### config.mk
export PLATFORM = sky130hd
export DESIGN_NAME = sorted_list_insert_remove_top_flat
export DESIGN_NICKNAME = d
export VERILOG_FILES = /design/src/rtl/sli_pkg.sv /design/src/rtl/sli_if.sv /design/src/rtl/sli_cell.sv /design/src/rtl/sorted_list_insert_remove_top.sv /design/src/flat_wrapper.sv
export SDC_FILE = /design/constraint.sdc
export NUM_CORES = 2
export LEC_CHECK = 0
export BUFFER_PORTS_ARGS = -buffer_cell sky130_fd_sc_hd__buf_2
export CAP_MARGIN = 40
export CORE_UTILIZATION = 60
export CTS_CLUSTER_DIAMETER = 50
export DETAILED_ROUTE_END_ITERATION = 16
export HOLD_SLACK_MARGIN = 0.12
export MAX_ROUTING_LAYER = met4
export PLACE_DENSITY = 0.79
export SETUP_SLACK_MARGIN = 0.2
export SLEW_MARGIN = 20
export SYNTH_ARGS = -nofsm -noshare
export SYNTH_HDL_FRONTEND = slang
export SYNTH_SLANG_ARGS = --single-unit
### constraint.sdc
create_clock -name clk -period 17.8 [get_ports clk]
set_clock_uncertainty 0.2 [all_clocks]
set_input_delay 1.78 -clock clk [delete_from_list [all_inputs] [get_ports clk]]
set_output_delay 1.78 -clock clk [all_outputs]
set_load 0.02 [all_outputs]
### src/rtl/sli_pkg.sv
package sli_pkg;

  typedef enum logic [1:0] {
    CMD_INSERT = 2'd0,
    CMD_REMOVE = 2'd1,
    CMD_POP    = 2'd2
  } cmd_t;

  localparam int ValueWidth = 32;

  typedef logic signed [ValueWidth-1:0] value_t;

  // Operation broadcast along the row; at most one of the enables is high.
  typedef struct packed {
    logic   ins;
    logic   del;
    logic   pop;
    value_t value;
  } cell_op_t;

  // Comparison flags each cell reports about its own entry.
  typedef struct packed {
    logic ge;
    logic lt;
    logic eq;
  } cell_flags_t;

endpackage

### src/rtl/sli_if.sv
interface sli_cmd_if;
  import sli_pkg::*;
  logic         valid;
  logic         ready;
  logic [1:0]   cmd;
  value_t       value;

  modport source (output valid, output cmd, output value, input ready);
  modport sink (input valid, input cmd, input value, output ready);
endinterface

interface sli_res_if #(
  parameter int CW = 5
);
  logic          valid;
  logic          ready;
  logic          ok;
  logic [CW-1:0] count;

  modport source (output valid, output ok, output count, input ready);
  modport sink (input valid, input ok, input count, output ready);
endinterface

### src/rtl/sli_cell.sv
module sli_cell
  import sli_pkg::*;
(
  input  logic        clk,
  input  cell_op_t    op,
  input  logic        valid,
  input  logic        left_ge,
  input  value_t      left_entry,
  input  value_t      right_entry,
  output value_t      entry,
  output cell_flags_t flags
);

  value_t entry_next;

  always_comb begin
    flags.ge = valid && (entry <= op.value);
    flags.lt = valid && (entry < op.value);
    flags.eq = valid && (entry == op.value);
  end

  // An insert keeps entries not above the new value, drops the new value into the
  // first slot past them and shifts the rest up by one. Removals close the gap
  // by pulling from the right-hand neighbour.
  always_comb begin
    entry_next = entry;
    if (op.ins) begin
      if (!flags.ge) begin
        entry_next = left_ge ? op.value : left_entry;
      end
    end else if (op.del) begin
      if (!flags.lt) begin
        entry_next = right_entry;
      end
    end else if (op.pop) begin
      entry_next = right_entry;
    end
  end

  always_ff @(posedge clk) begin
    entry <= entry_next;
  end

endmodule

### src/rtl/sorted_list_insert_remove_top.sv
// Channel  Dir  Payload                       Role
// req      in   cmd[1:0], value[31:0] signed  insert, remove value, remove smallest
// rsp      out  ok, count[CW-1:0]             success flag and entry count afterwards
//
// Every command is applied in the row of DEPTH compare-and-shift cells, and a
// new command is taken each cycle while the result register drains.
// The result is captured in the register with the transfer on req.
// A stalled result holds req off until it is taken; req ready is free otherwise.
// Synchronous reset empties the list at once; stored values need no clearing.
module sorted_list_insert_remove_top
  import sli_pkg::*;
#(
  parameter int DEPTH = 16
) (
  input  logic       clk,
  input  logic       rst,
  sli_cmd_if.sink    req,
  sli_res_if.source  rsp
);

  localparam int CW = $clog2(DEPTH + 1);

  logic [CW-1:0] count;
  logic [CW-1:0] count_next;
  logic          res_valid;
  logic          res_ok;
  logic [CW-1:0] res_count;

  logic          accept;
  logic          ok_next;
  logic          full;
  logic          empty;
  logic          found;
  cell_op_t      op;

  value_t        entry_w [DEPTH];
  cell_flags_t   flags_w [DEPTH];
  logic [DEPTH-1:0] eq_vec;

  assign req.ready = !res_valid || rsp.ready;
  assign accept    = req.valid && req.ready;
  assign full      = (count == CW'(DEPTH));
  assign empty     = (count == '0);
  assign found     = |eq_vec;

  always_comb begin
    ok_next = 1'b0;
    unique case (req.cmd)
      CMD_INSERT: ok_next = !full;
      CMD_REMOVE: ok_next = found;
      CMD_POP:    ok_next = !empty;
      default:    ok_next = 1'b0;
    endcase
  end

  always_comb begin
    op.value = req.value;
    op.ins   = accept && ok_next && (req.cmd == CMD_INSERT);
    op.del   = accept && ok_next && (req.cmd == CMD_REMOVE);
    op.pop   = accept && ok_next && (req.cmd == CMD_POP);
    count_next = count;
    if (op.ins) begin
      count_next = count + CW'(1);
    end else if (op.del || op.pop) begin
      count_next = count - CW'(1);
    end
  end

  for (genvar i = 0; i < DEPTH; i++) begin : g_cell
    logic   left_ge;
    value_t left_entry;
    value_t right_entry;

    if (i == 0) begin : g_first
      assign left_ge    = 1'b1;
      assign left_entry = req.value;
    end else begin : g_mid
      assign left_ge    = flags_w[i-1].ge;
      assign left_entry = entry_w[i-1];
    end

    if (i == DEPTH - 1) begin : g_last
      assign right_entry = entry_w[i];
    end else begin : g_right
      assign right_entry = entry_w[i+1];
    end

    sli_cell u_cell (
      .clk         (clk),
      .op          (op),
      .valid       (count > CW'(i)),
      .left_ge     (left_ge),
      .left_entry  (left_entry),
      .right_entry (right_entry),
      .entry       (entry_w[i]),
      .flags       (flags_w[i])
    );

    assign eq_vec[i] = flags_w[i].eq;
  end

  always_ff @(posedge clk) begin
    if (rst) begin
      count     <= '0;
      res_valid <= 1'b0;
    end else begin
      count <= count_next;
      if (accept) begin
        res_valid <= 1'b1;
      end else if (rsp.ready) begin
        res_valid <= 1'b0;
      end
    end
  end

  always_ff @(posedge clk) begin
    if (accept) begin
      res_ok    <= ok_next;
      res_count <= count_next;
    end
  end

  assign rsp.valid = res_valid;
  assign rsp.ok    = res_ok;
  assign rsp.count = res_count;

  a_count_range: assert property (@(posedge clk) disable iff (rst)
    count <= CW'(DEPTH))
    else $error("entry count exceeds the list depth");

  a_head_sorted: assert property (@(posedge clk) disable iff (rst)
    !(count >= CW'(2)) || (entry_w[0] <= entry_w[1]))
    else $error("first two entries out of order");

  a_full_insert: assert property (@(posedge clk) disable iff (rst)
    accept && (req.cmd == CMD_INSERT) && full |=> !res_ok && $stable(count))
    else $error("insert into a full list changed it");

  a_result_count: assert property (@(posedge clk) disable iff (rst)
    res_valid |-> (res_count == count))
    else $error("reported count differs from the stored count");

endmodule
### src/flat_wrapper.sv
// flat-port wrapper written by rule: the top's interface ports become plain ports
module sorted_list_insert_remove_top_flat import sli_pkg::*;
#(
  parameter int DEPTH = 16
)
  (clk, rst, req_valid, req_cmd, req_value, req_ready, rsp_valid, rsp_ok, rsp_count, rsp_ready);
  sli_cmd_if req_i ();
  sli_res_if rsp_i ();
  input  logic clk;
  input  logic rst;
  input wire logic [$bits(req_i.valid)-1:0] req_valid;
  input wire logic [$bits(req_i.cmd)-1:0] req_cmd;
  input wire logic [$bits(req_i.value)-1:0] req_value;
  output wire logic [$bits(req_i.ready)-1:0] req_ready;
  output wire logic [$bits(rsp_i.valid)-1:0] rsp_valid;
  output wire logic [$bits(rsp_i.ok)-1:0] rsp_ok;
  output wire logic [$bits(rsp_i.count)-1:0] rsp_count;
  input wire logic [$bits(rsp_i.ready)-1:0] rsp_ready;
  assign req_i.valid = req_valid;
  assign req_i.cmd = req_cmd;
  assign req_i.value = req_value;
  assign req_ready = req_i.ready;
  assign rsp_valid = rsp_i.valid;
  assign rsp_ok = rsp_i.ok;
  assign rsp_count = rsp_i.count;
  assign rsp_i.ready = rsp_ready;
  sorted_list_insert_remove_top #(.DEPTH(DEPTH)) u_core (.clk(clk), .rst(rst), .req(req_i), .rsp(rsp_i));
endmodule
-- Word level (Yosys, flattened, before mapping)
Cells that the tools add are included.
- add/subtract/negate cells: 2
- order comparisons: 47
- equal/unequal tests: 49
- mux-type cells: 95
- bitwise gates (word level): 1
- reductions and logical operators: 78
- operator list (operator ; count):
    two-way mux 32 bit ; 90
    equality test 32 bit ; 16
    less-or-equal comparator 32 bit ; 16
    < comparator 32 bit ; 15
    logical AND 1 bit ; 52
    inequality test 3 bit, second input constant ; 15
    AND reduction 3 bit ; 15
    > comparator 5 x 4 -> 1 bit, second input constant ; 8
    inequality test 2 bit, second input constant ; 15
    > comparator 5 x 3 -> 1 bit, second input constant ; 4
    OR reduction 16 bit ; 1
    > comparator 5 x 1 -> 1 bit, second input constant ; 2
    > comparator 5 x 2 -> 1 bit, second input constant ; 2
    two-way mux 5 bit ; 2
    adder 5 x 1 -> 5 bit, second input constant ; 1
    equality test 5 bit, second input constant ; 1
    logical NOT 5 bit ; 1
    subtractor 5 x 1 -> 5 bit, second input constant ; 1
    logical NOT 1 bit ; 3
    case mux 1 bit (3 select lines) ; 1
    nonzero test 3 bit ; 1
    equality test 2 x 1 -> 1 bit, second input constant ; 1
    equality test 2 bit, second input constant ; 1
    logical NOT 2 bit ; 1
    other kinds (5) ; 7
- bits in registers: 524
- bits of input ports: 38
- output and inout port bits: 8
- word-level logic and storage cells: 292

-- Depth between registers and ports, before layout
- word-level depth: 9
- depth in mapped cells: 13
- depth with buffers taken out: 10

-- By module
Synthesis repeated with hierarchy kept, for this count alone.
- cells, all modules: 4349
- area total of the unflattened synthesis: 41307.1 um2
- by module, submodules not included (module ; instances ; cells each ; area each (um2) ; seq. area each (um2)):
    sli_cell ; 16 ; 265 ; 2524.9 ; 960.9
    sorted_list_insert_remove_top ; 1 ; 109 ; 908.4 ; 300.3

-- Worst setup path before layout
OpenSTA, ideal clock, no wires.
- path type: input to register
- from: input req_value[31]
- to: register u_core.g_cell[6].u_cell.entry[0], enable pin
- library setup time: 470 ps
- data arrival time: 6628 ps
- required time: 17130 ps
- slack: 10502 ps
- stages on the path: 12
- buffers on the path: 3
- cell sequence: clkbuf_1 -> inv_1 -> ha_1 -> nand4_1 -> nor4_1 -> nand3_1 -> o2111ai_2 -> nor4_2 -> o31a_1 -> buf_6 -> buf_2 -> a211oi_1
- cells in the longest elaborated chain, start to end: 8
- elaborated cells between the ends (all ways): 46
- those cells by class: 2 x order compare; 18 x eq/ne; 1 x mux; 25 x reduce/logical
- RTL lines (what ; line ; RTL):
    start: declaration ; flat_wrapper.sv:13 ; input wire logic [$bits(req_i.value)-1:0] req_value;
    equality test 32 bit ; sli_cell.sv:19 ; flags.eq = valid && (entry == op.value);
    logical AND 1 bit ; sli_cell.sv:19 ;
    OR reduction 16 bit ; sorted_list_insert_remove_top.sv:44 ; assign found = |eq_vec;
    case mux 1 bit (3 select lines) ; sorted_list_insert_remove_top.sv:48 ; unique case (req.cmd)
    logical AND 1 bit ; sorted_list_insert_remove_top.sv:58, sorted_list_insert_remove_top.sv:59, sorted_list_insert_remove_top.sv:60 ;
    logical AND 1 bit, on equally long branches ; sorted_list_insert_remove_top.sv:59, sorted_list_insert_remove_top.sv:58, sorted_list_insert_remove_top.sv:60 ;
    inequality test 3 bit (no source line) (tied with other cells) ; n/a ;
    AND reduction 3 bit (no source line) (*) ; n/a ;
    end signal: assignment ; sli_cell.sv:41 ; entry <= entry_next;
    end: declaration ; sli_cell.sv:10 ; output value_t entry,
Mark *: on every way between the ends. The rest lies on a longest branch, timed or not.
A chain may end at the register's enable or synchronous reset.

-- Final worst setup path
- from: input req_value[22]
- to: register u_core.g_cell[8].u_cell.entry[31], enable pin
- cells in the longest elaborated chain, start to end: 8
- elaborated cells between the ends (all ways): 46
- those cells by class: 2 x order compare; 18 x eq/ne; 1 x mux; 25 x reduce/logical
- RTL lines (what ; line):
    equality test 32 bit ; sli_cell.sv:19
    logical AND 1 bit ; sli_cell.sv:19
    OR reduction 16 bit ; sorted_list_insert_remove_top.sv:44
    case mux 1 bit (3 select lines) ; sorted_list_insert_remove_top.sv:48
    logical AND 1 bit ; sorted_list_insert_remove_top.sv:58, sorted_list_insert_remove_top.sv:59, sorted_list_insert_remove_top.sv:60
    logical AND 1 bit, on equally long branches ; sorted_list_insert_remove_top.sv:59, sorted_list_insert_remove_top.sv:58, sorted_list_insert_remove_top.sv:60
    inequality test 3 bit (no source line) (tied with other cells) ; n/a
    AND reduction 3 bit (no source line) (*) ; n/a
    end signal: assignment ; sli_cell.sv:41
    end: declaration ; sli_cell.sv:10
Marked as above.

==> key figures <==
Global routing
  – GR Overflow Total: 0
  – Vias in the first global route: 31,100
  – First-pass GRT wire length: 191 mm
  – Initial antenna violation count: 5
  – Total GRT Usage: 0.407
  – Pin count of the biggest net entering global routing: 246

Finish
  – Area Growth Syn to Fin: 9.22%
  – Most frequent cells in the layout: nand2_1, ha_1, edfxtp_1
  – Most common cell after layout, fill and taps aside: nand2_1
  – FILL cells: 4,859
  – Layout cells sized above 1: 0.0861
  – Net count, final: 4,306

Place
  – Post-DP HPWL: 92.2 mm
  – Placer Congestion: 1.00
  – Port buffer count: 45

Setup path
  – Bufs and invs on worst path: 4
  – Most Frequent Cell on Critical Path: buf_4
  – Critical Path Stages: 12
  – Critical-path cell list: buf_2 > inv_1 > ha_1 > nand4_1 > nor4_1 > nand3_1 > o2111ai_2 > nor4_2 > o31a_1 > buf_4 > a31oi_4 > buf_4
  – Worst Setup End Kind: flop
  – Startpoint types: input port
  – Delay-heaviest family, CP: buffers and inverters
  – Critical Path AT: 6.53 ns
  – Worst EP required: 17.88 ns
  – Crit path largest cell delay: 0.65 ns
  – Worst-path maximum fanout: 17
  – CP Class: input port to flop
  – CP max-delay cell: nor4_1
  – R2R depth: 12

Status
  – Status: finished, final reports clean

Detailed routing
  – Drt pass-1 iters: 8
  – Wire length per cell: 27.4 um
  – Vias/cell: 7.17
  – DRC: 0
  – Post-route ant nets: 0
  – Drt total wl: 127 mm
  – Via count: 33,300
  – Detailed Route Iter0 Violations: 4,810

Clock tree
  – CTS tree: built
  – CTS max path bufs: 3
  – H-tree depth: 3
  – CTS Buf Count: 69
  – CTS Root Cell: clkbuf_16
  – Clock insertion delay at the later pin of the skew report: 0.62 ns
  – Post-CTS Setup Bufs: 0
  – Post-cts resize count: 0
  – Hold buffer count at CTS: 0
  – Clock slew at reported path FFs: 0.05 ns
  – Clock Sink Count: 524

Power
  – PD cells: 89.8 nW/um2
  – Leakage: 0.0160 uW
  – VDD IR max: 0.0566 mV
  – Total Power: 3720 uW

Logic synthesis
  – Post-synthesis cell count: 3,807
  – Post-Syn Area: 37,900 um2
  – Cell variety after synth: 79
  – Syn Nets: 4,363
  – Ys async rst share: 0
  – Prevailing post-synth register cell: edfxtp_1
  – Number of synthesized flops with an enable pin: 518
  – Post-synthesis sequential area ratio: 0.414
  – Ys Warns: 0
  – Flops & latches, synth: 524
  – Syn_area_per_cell: 9.95 um2
  – Synth top area cells: edfxtp_1, ha_1, nand2_1, a21oi_1, nand3_1
  – Post-synth top area share: 0.411
  – Yosys top cell by area: edfxtp_1

Worst hold path
  – Worst hold path type: flop to flop
  – WHS Path Cells: 2

STA
  – Final setup fails: 0
  – Fin crit period: 6.45 ns
  – RSZ-0062 raised after global routing: false
  – Final TNS setup: 0 ns
  – Final Max Slew Viols: 0
  – Fmax: 0.155 GHz
  – Relative slew slack: 0.248
  – Worst Tran Pin Value: 1.13 ns
  – Endpoints failing hold: 0
  – Tcrit/Tclk final: 0.363

Floorplan
  – Initial Util: 0.610
  – Die Wd: 253 um
  – IO Count: 46
  – DIE HEIGHT: 253 um
  – Num rows: 91
  – Die area: 64,100 um2
  – Area of the core: 62,100 um2

Flow run
  – Number of max-cap violations: 0
## tightest hold or removal path: stages, from the launching register on
cell and delay, ns:
dfxtp_1 0.31, nand2b_1 0.10, a21oi_1 0.07
## Yosys cell counts (8+ instances only)
master and n:
nand2_1 541, edfxtp_1 518, ha_1 518, a21oi_1 296, nand3_1 270, o211ai_1 176, clkbuf_1 171, o21ai_0 170
nand4_1 134, nor2_1 131, mux2i_1 130, nor3_1 109, inv_1 78, a221o_1 65, buf_2 48, a21o_1 40
o211ai_2 31, a22oi_1 27, nor2b_1 27, mux2_2 23, nor4_1 18, o21a_1 18, a211oi_1 16, a31oi_1 16
mux2_1 13, buf_1 12, nand2b_1 12, o21ai_1 11, o221ai_1 11, a211o_1 10, and3_1 9, or3_1 9
buf_6 8, nand3_2 8
## final timing paths
| check | startpoint | to | slack [ns] |
|---|---|---|---|
| worst min-delay path | u_core.rsp.valid$_SDFFE_PP0P_ | u_core.rsp.valid$_SDFFE_PP0P_ | 0.33 |
| worst max-delay path | req_value[22] | u_core.g_cell[8].u_cell.entry[31]$_DFFE_PP_ | 11.35 |
| worst min register to register | u_core.rsp.valid$_SDFFE_PP0P_ | u_core.rsp.valid$_SDFFE_PP0P_ | 0.33 |
| worst max register to register | u_core.count[1]$_SDFF_PP0_ | u_core.g_cell[14].u_cell.entry[2]$_DFFE_PP_ | 12.21 |
## cells by family (layout without fill, tap and decap cells)
family                     count (synthesis)  count (layout)  synth area share
DFF                                      524             524             0.414
and+or+nand+nor                         1301            1301             0.161
xor gates and xnor gates                   7               7           0.00162
muxes                                    166             166            0.0451
other                                      0               8                 0
buffers and inverters                    322             314            0.0354
AOI/OAI and AO/OA                        969             969             0.172
adders and majority gates                518             518             0.171
## flip-flops by register name, indices dropped and copies added, names as in the netlist
register	flops
u_core.rsp.count	5
u_core.g_cell.u_cell.entry	512
u_core.rsp.ok	1
u_core.rsp.valid	1
u_core.count	5
## layout make-up
type,instances,area [um2],share of cell area
antenna,8,20.0,0.000484
clock buffer,84,1830,0.0441
clock inverter,36,388,0.00938
inverter,79,297,0.00717
multi-input combinational,2961,21100,0.510
sequential,524,15700,0.379
tap,837,1050,0.0253
timing repair buffer,115,1020,0.0246
## metal layers
| layer | global-route usage | vias to the layer above | wire, um |
|---|---|---|---|
| li1 | - | 14600 | - |
| met1 | 0.551 | 15900 | 50500 |
| met2 | 0.564 | 2421 | 52900 |
| met3 | 0.0952 | 388 | 17200 |
| met4 | 0.211 | 0 | 6880 |
| met5 | - | - | 0 |
## metrics by stage
stage	hold slack [ns]	instance area, um2	util	setup WS [ns]	cells
5_1_grt	0.372	41400	0.666	11.26	4641
3_3_place_gp	0.314	38700	0.624	10.87	4494
3_5_place_dp	0.328	39000	0.628	10.84	4507
6_report	0.331	41400	0.667	11.35	4644
4_1_cts	0.336	41200	0.664	11.46	4627
2_1_floorplan	0.347	37900	-	10.50	3807
## report_power, final
part	internal [uW]	leakage [uW]	switching (uW)
Clock	843	0.00107	555
Sequential	1470	0.00482	84.3
Combinational	256	0.0101	502
Total	2570	0.0160	1140
Power figures use the tool's default switching activity.
